### src/assert_macros.svh
// ----------------------------------------------------------------------------
// Assertion macros
// Shared concurrent assertion forms; they compile away for synthesis.
// ----------------------------------------------------------------------------
`ifndef ASSERT_MACROS_SVH
`define ASSERT_MACROS_SVH

`ifndef SYNTHESIS

// The property must hold at every clock edge outside reset.
`define ASSERT_ALWAYS(lbl, clk, rst_n, prop, msg) \
	lbl: assert property (@(posedge clk) disable iff (!rst_n) (prop)) \
		else $error(msg);

// The condition must never be true outside reset.
`define ASSERT_NEVER(lbl, clk, rst_n, cond, msg) \
	`ASSERT_ALWAYS(lbl, clk, rst_n, !(cond), msg)

`else

`define ASSERT_ALWAYS(lbl, clk, rst_n, prop, msg)
`define ASSERT_NEVER(lbl, clk, rst_n, cond, msg)

`endif

`endif

### src/sdst_pkg.sv
// ----------------------------------------------------------------------------
// SIP dialog state table package
// Request and result types, opcodes, event codes and dialog state codes.
// ----------------------------------------------------------------------------
`default_nettype none

package sdst_pkg;

	localparam logic [1:0] OP_CREATE = 2'd0;
	localparam logic [1:0] OP_EVENT  = 2'd1;
	localparam logic [1:0] OP_REF    = 2'd2;
	localparam logic [1:0] OP_UNREF  = 2'd3;

	localparam logic [2:0] EV_TDEL   = 3'd0;
	localparam logic [2:0] EV_RPL1XX = 3'd1;
	localparam logic [2:0] EV_RPL3XX = 3'd2;
	localparam logic [2:0] EV_RPL2XX = 3'd3;
	localparam logic [2:0] EV_ACK    = 3'd4;
	localparam logic [2:0] EV_BYE    = 3'd5;
	localparam logic [2:0] EV_PRACK  = 3'd6;
	localparam logic [2:0] EV_OTHER  = 3'd7;

	localparam logic [2:0] ST_FREE      = 3'd0;
	localparam logic [2:0] ST_UNCONF    = 3'd1;
	localparam logic [2:0] ST_EARLY     = 3'd2;
	localparam logic [2:0] ST_CONF_NA   = 3'd3;
	localparam logic [2:0] ST_CONFIRMED = 3'd4;
	localparam logic [2:0] ST_DELETED   = 3'd5;

	typedef struct packed {
		logic [1:0] opcode;
		logic [9:0] dialog_slot;
		logic [2:0] event_code;
		logic [7:0] count_amount;
	} req_t;

	typedef struct packed {
		logic [2:0] state_before;
		logic [2:0] state_after;
		logic       drop_hash_ref;
		logic       bogus_event;
		logic       freed;
		logic [7:0] ref_now;
	} rsp_t;

endpackage

`default_nettype wire

### src/sdst_update.sv
// ----------------------------------------------------------------------------
// Dialog update logic
// Computes the next slot contents and the result for one request.
// ----------------------------------------------------------------------------
`default_nettype none

module sdst_update #(
	parameter int REF_BITS = 8
) (
	input  wire sdst_pkg::req_t  req,
	input  wire logic            in_range,
	input  wire logic [2:0]      cur_state,
	input  wire logic            cur_bye,
	input  wire logic [REF_BITS-1:0] cur_ref,
	output logic      [2:0]      nxt_state,
	output logic                 nxt_bye,
	output logic [REF_BITS-1:0]  nxt_ref,
	output sdst_pkg::rsp_t       rsp
);

	import sdst_pkg::*;

	localparam int SW = ((REF_BITS > 8) ? REF_BITS : 8) + 1;
	localparam logic [SW-1:0] REF_MAX = SW'({REF_BITS{1'b1}});

	logic [SW-1:0]       add_base;
	logic [SW-1:0]       add_inc;
	logic [SW-1:0]       add_sum;
	logic [REF_BITS-1:0] add_sat;
	logic [SW-1:0]       drop_amt;
	logic                drop_all;
	logic [REF_BITS-1:0] drop_left;
	logic                early_like;
	logic                conf_like;
	logic                drop;
	logic                bogus;
	logic                freed;

	// One saturating adder serves create, ref and the 2xx revival of a deleted dialog.
	assign add_base = (req.opcode == OP_CREATE) ? '0 : SW'(cur_ref);
	assign add_inc  = (req.opcode == OP_CREATE) ? SW'(req.count_amount) + SW'(1) :
	                  (req.opcode == OP_REF)    ? SW'(req.count_amount) : SW'(1);
	assign add_sum  = add_base + add_inc;
	assign add_sat  = (add_sum > REF_MAX) ? {REF_BITS{1'b1}} : add_sum[REF_BITS-1:0];

	// Unref drops the requested amount, a transaction delete drops one.
	assign drop_amt  = (req.opcode == OP_UNREF) ? SW'(req.count_amount) : SW'(1);
	assign drop_all  = drop_amt >= SW'(cur_ref);
	assign drop_left = cur_ref - drop_amt[REF_BITS-1:0];

	assign early_like = cur_state inside {ST_UNCONF, ST_EARLY};
	assign conf_like  = cur_state inside {ST_CONF_NA, ST_CONFIRMED};

	always_comb begin
		nxt_state = cur_state;
		nxt_bye   = cur_bye;
		nxt_ref   = cur_ref;
		drop      = 1'b0;
		bogus     = 1'b0;
		freed     = 1'b0;
		if (!in_range) begin
			bogus = 1'b1;
		end else if (req.opcode == OP_CREATE) begin
			if (cur_state == ST_FREE) begin
				nxt_state = ST_UNCONF;
				nxt_bye   = 1'b0;
				nxt_ref   = add_sat;
			end else begin
				bogus = 1'b1;
			end
		end else if (cur_state == ST_FREE) begin
			bogus = 1'b1;
		end else begin
			case (req.opcode)
				OP_REF: begin
					nxt_ref = add_sat;
				end
				OP_UNREF: begin
					if (req.count_amount != 8'd0) begin
						if (drop_all) begin
							freed = 1'b1;
						end else begin
							nxt_ref = drop_left;
						end
					end
				end
				default: begin
					case (req.event_code)
						EV_TDEL: begin
							if (early_like || conf_like) begin
								if (early_like) begin
									nxt_state = ST_DELETED;
									drop      = 1'b1;
								end
								if (drop_all) begin
									freed = 1'b1;
								end else begin
									nxt_ref = drop_left;
								end
							end else if (cur_state == ST_DELETED) begin
								drop = 1'b1;
							end else begin
								bogus = 1'b1;
							end
						end
						EV_RPL1XX: begin
							if (early_like) nxt_state = ST_EARLY;
							else bogus = 1'b1;
						end
						EV_RPL3XX: begin
							if (early_like) begin
								nxt_state = ST_DELETED;
								drop      = 1'b1;
							end else begin
								bogus = 1'b1;
							end
						end
						EV_RPL2XX: begin
							if (cur_state == ST_DELETED) begin
								if (cur_bye) begin
									bogus = 1'b1;
								end else begin
									nxt_ref   = add_sat;
									nxt_state = ST_CONF_NA;
								end
							end else if (early_like) begin
								nxt_state = ST_CONF_NA;
							end else if (!conf_like) begin
								bogus = 1'b1;
							end
						end
						EV_ACK: begin
							if (cur_state == ST_CONF_NA) nxt_state = ST_CONFIRMED;
							else if (cur_state != ST_CONFIRMED && cur_state != ST_DELETED)
								bogus = 1'b1;
						end
						EV_BYE: begin
							if (conf_like) begin
								nxt_bye   = 1'b1;
								nxt_state = ST_DELETED;
								drop      = 1'b1;
							end else if (cur_state != ST_DELETED) begin
								bogus = 1'b1;
							end
						end
						EV_PRACK: begin
							if (cur_state != ST_EARLY && cur_state != ST_CONF_NA) bogus = 1'b1;
						end
						default: begin
							if (!conf_like) bogus = 1'b1;
						end
					endcase
				end
			endcase
		end
		// A count that reaches zero releases the slot whatever state it was headed for.
		if (freed) begin
			nxt_state = ST_FREE;
			nxt_bye   = 1'b0;
			nxt_ref   = '0;
		end
	end

	always_comb begin
		rsp = '0;
		rsp.bogus_event = bogus;
		if (in_range) begin
			rsp.state_before  = cur_state;
			rsp.state_after   = nxt_state;
			rsp.drop_hash_ref = drop;
			rsp.freed         = freed;
			rsp.ref_now       = 8'(nxt_ref);
		end
	end

endmodule

`default_nettype wire

### config.mk
export PLATFORM = sky130hd
export DESIGN_NAME = sdst_update
export DESIGN_NICKNAME = d
export VERILOG_FILES = /design/src/assert_macros.svh /design/src/sdst_pkg.sv /design/src/sdst_update.sv
export SDC_FILE = /design/constraint.sdc
export NUM_CORES = 1
export LEC_CHECK = 0
export ABC_AREA = 1
export BUFFER_PORTS_ARGS = -buffer_cell sky130_fd_sc_hd__buf_2
export CELL_PAD_IN_SITES_DETAIL_PLACEMENT = 0
export CELL_PAD_IN_SITES_GLOBAL_PLACEMENT = 2
export CORE_MARGIN = 10
export CORE_UTILIZATION = 29
export DETAILED_ROUTE_END_ITERATION = 12
export PLACE_DENSITY = 0.89
export SETUP_SLACK_MARGIN = 0.1
export SYNTH_ARGS = -nofsm -noshare
export SYNTH_HDL_FRONTEND = slang
export SYNTH_SLANG_ARGS = --single-unit
### constraint.sdc
create_clock -name vclk -period 4.9
set_clock_uncertainty 0.05 [all_clocks]
set_input_delay 0.245 -clock vclk [all_inputs]
set_output_delay 0.245 -clock vclk [all_outputs]
set_load 0.02 [all_outputs]
[After elaboration in Yosys (flattened, before gate mapping)]
Index checks and enable logic that the tools add are counted.
Widths: inputs -> output; s select.
Storage, ports and cells
  register bits: 0
  bits of input ports: 36
Operators by class
  add/sub/neg operators: 3
  order comparisons: 2
  eq/ne operators: 17
  muxes and demuxes: 76
  reduce and logical (&&, ||, !) cells: 11
Operators with widths (count)
  $mux 8: 14
  $mux 3: 14
  $mux 1: 39
  $pmux 8 s2: 2
  $mux 9: 2
  $pmux 3 s6: 1
  $eq 3x3->1 const B: 5
  $eq 3x2->1 const B: 4
  $add 8x1->9 const B: 1
  $add 8x9->9: 1
  $gt 9x8->1 const B: 1
  $ge 8x8->1: 1
  $reduce_bool 8->1: 1
  $sub 8x8->8: 1
  $mux 7: 1
  $eq 3x1->1 const B: 2
  $logic_not 3->1: 2
  $ne 3x2->1 const B: 2
  $ne 3x3->1 const B: 2
  $pmux 1 s6: 1
  $eq 2x2->1 const B: 2
  $reduce_bool 2->1: 2
  $reduce_or 2->1: 2
  $pmux 1 s3: 1
  other kinds (4): 5

[Logic depth before layout (Yosys ltp)]
  depth in word-level cells: 15
  gate-level depth with buffers: 28

[Worst setup path before layout]
No wires, ideal clock.
  path kind: input port to output port
  start: in req[22] (netlist name)
  end: out rsp[2] (netlist name)
  arrival: 2.912 ns
  slack: 1.693 ns
  stages on the path: 27
  buffers on the path: 2
  cell sequence: buf_2 > inv_1 > nand2_1 > nor3_1 > nand2_1 > nor2_1 > inv_1 > nor2_1 > nand2_1 > a21oi_1 > ha_1 > nand2_1 > inv_1 > a21oi_1 > nand2_1 > nand2_1 > nand2_2 > buf_4 > nand2_1 > nand2_1 > nand3b_1 > nand2_1 > nand2_1 > nand2_1 > nand2_1 > nand2_1 > nor2_1
RTL lines
  start: declaration: RTL line sdst_update.sv:10  | input wire sdst_pkg::req_t req,
  end: declaration: RTL line sdst_update.sv:18  | output sdst_pkg::rsp_t rsp

==> results_dict.tcl <==
set metrics [dict create \
    cp-start-kind "primary input" \
    worst_pin_slew_ps 979 \
    core_sq_mm 0.00977 \
    slew_headroom_pct 34.7 \
    multi_input_area_sq_mm 0.00239 \
    grt_pass1_wl_um 17800 \
    peakVddDrop_mv 0.0395 \
    rsz0062_at_grt "no" \
    p_int_mw 0.125 \
    drive_gt1_share_pct 12.7 \
    io_buffers 55 \
    fill_cells 1177 \
    n_antenna_cell 0 \
    firstDrtPassIters 5 \
    pwr-share-comb_pct 100.0 \
    pwr-share-seq_pct 0 \
    min_path_cells 4 \
    seq_cells 0 \
    place_area_sq_mm 0.00327 \
    die_h_um 120 \
    clock.fmax_mhz 259 \
    syn_to_final_growth_pct 12.0 \
    syn_area_per_cell_sq_um 4.89 \
    finalHoldViolations 0 \
    leakagePower_nw 2.01 \
    fin_cells 770 \
    start_util_pct 29.9 \
    setup_viol_count_final 0 \
    detail_route.wl_per_cell_um 14.2 \
    ys_seq_area_share_pct 0 \
    crit_type "primary input to primary output" \
    grt_max_degree 24 \
    hold_path.class "primary input to primary output" \
    cts_setup_buffers 0 \
    yosysMostFrequentCell "nand2_1" \
    drc 0 \
    finalCritPeriodShare_pct 78.8 \
    drt-total-wl_um 10900 \
    fin_nets 695 \
    fp.dieArea_sq_mm 0.0145 \
    seq_area_sq_um 0 \
    power.share.clock_pct 0 \
    p_sw_share_pct 67.9 \
    via_count 3796 \
    hold_path_end "rsp[14]" \
    power.switching_mw 0.264 \
    grt_overflow 0 \
    viasPerCell 4.93 \
    end_kind "primary output" \
    gr-usage-all-layers_pct 14.4 \
    yosysUniqueCellTypes 44 \
    synth.area.top_cells "nand2_1, inv_1, ha_1" \
    period_needed_ps 3860 \
    outcome "complete, no violations" \
    powerDensity_mw_per_mm2 119 \
    path_max_fanout 14 \
    grt_antenna_before_repair 0 \
    dp_hpwl_um 8980 \
    drtIter0Drc 320 \
    whs_ps 841 \
    pin_count 65 \
    cp.arrival_ps 3570 \
    final_max_slew_viol_count 0 \
    design_area_sq_mm 0.00327 \
    syn-cell-area_sq_mm 0.00292 \
    synthTopCellsByCount "nand2_1, inv_1, nor2_1" \
    cap_viol_max_count 0 \
    cts_hold_buf 0 \
    yosys_warnings 0 \
    num_rows 36 \
    die_x_um 120 \
    hp-start "cur_state[0]" \
    syn-num-nets 654 \
    synth.top_cell.area_share_pct 26.9 \
    crit_required_ps 4610 \
    syn_inst 598 \
    grt_pass1_vias 3628 \
    ant_nets 0 \
    nClkBuffers 0 \
    post_cts_resized 0 \
    globalplace.congestion 0.886 \
    dp.cells 770 \
    fin_tns_setup_ps 0 \
    synth.largest_area_cell "nand2_1" \
]
## layout by cell type, fill, tap and decap left out, types with 3 or more instances in the layout
cell type  netlist  final
nand2_2          4      4
nand4_1          3      3
nand2_4          4      4
buf_2            2     55
a31oi_1          3      3
nor2_1          50     50
xor2_1           4      4
a21oi_1         29     29
o2111ai_1        5      5
nand3b_1         5      5
o211ai_1         6      6
o21ai_0         43     43
nor3_1           7      7
ha_1            18     18
inv_2            4      4
o21ai_1          8      8
nand3_1         39     39
inv_1          110    110
nand2_1        209    209
nor2_2           4      4
## layout make-up
class	instances	area share, %
well taps	133	5.09
inverters	114	13.1
repair buffers	56	8.64
multi-input cells	467	73.2
## critical path: stages
cell     delay [ps]
buf_2           230
inv_1           130
nor2_1          580
a22oi_1         270
fa_1            490
inv_1            70
nand3_1          60
nand2_1         120
nand2_1          80
nand2_1          60
nand2_1          60
nand2_2         200
inv_1           110
nor2_1          160
nand2_1          70
o21ai_1         100
nor2_1           50
nand2_1         110
nand2_1          50
nand2_1          80
nor2_1           40
buf_2           180
## layer usage
| layer | global-route usage [%] | vias up | routed length, um |
|---|---|---|---|
| li1 | - | 1976 | - |
| met1 | 18.0 | 1730 | 5070 |
| met2 | 27.1 | 86 | 5310 |
| met3 | 1.21 | 4 | 480 |
| met4 | 0.980 | 0 | 70 |
| met5 | 0 | - | 0 |
## power by group through the flow
stage | Combinational (mW) | Sequential, mW | Clock [mW]
2_1_floorplan | 0.283 | 0 | 0
3_3_place_gp | 0.387 | 0 | 0
3_5_place_dp | 0.389 | 0 | 0
4_1_cts | 0.390 | 0 | 0
5_1_grt | 0.444 | 0 | 0
6_report | 0.389 | 0 | 0
## metrics by stage
stage / util [%] / setup WS (ps) / power (mW)
2_1_floorplan: - / 1690 / 0.283
6_report: 33.5 / 1040 / 0.389
4_1_cts: 33.5 / 1090 / 0.390
3_5_place_dp: 33.5 / 1100 / 0.389
5_1_grt: 33.5 / 641 / 0.444
3_3_place_gp: 33.5 / 1110 / 0.387
## cell families after synthesis
| kind of cell | synth area share (%) |
|---|---|
| AO/OA/AOI/OAI | 22.5 |
| XOR/XNOR | 1.80 |
| adder cells (fa/ha/maj) | 9.08 |
| buffers and inverters | 18.0 |
| AND/OR/NAND/NOR | 48.6 |
## worst max path at each step
stage | cells past startpoint | from | endpoint | slack, ps
2_1_floorplan | 27 | req[22] | rsp[2] | 1690
3_3_place_gp | 22 | req[22] | rsp[0] | 1110
3_5_place_dp | 22 | req[22] | rsp[0] | 1100
4_1_cts | 22 | req[22] | rsp[0] | 1090
5_1_grt | 26 | req[22] | rsp[1] | 640
6_report | 22 | req[22] | rsp[0] | 1040
Power figures use the tool's default switching activity.
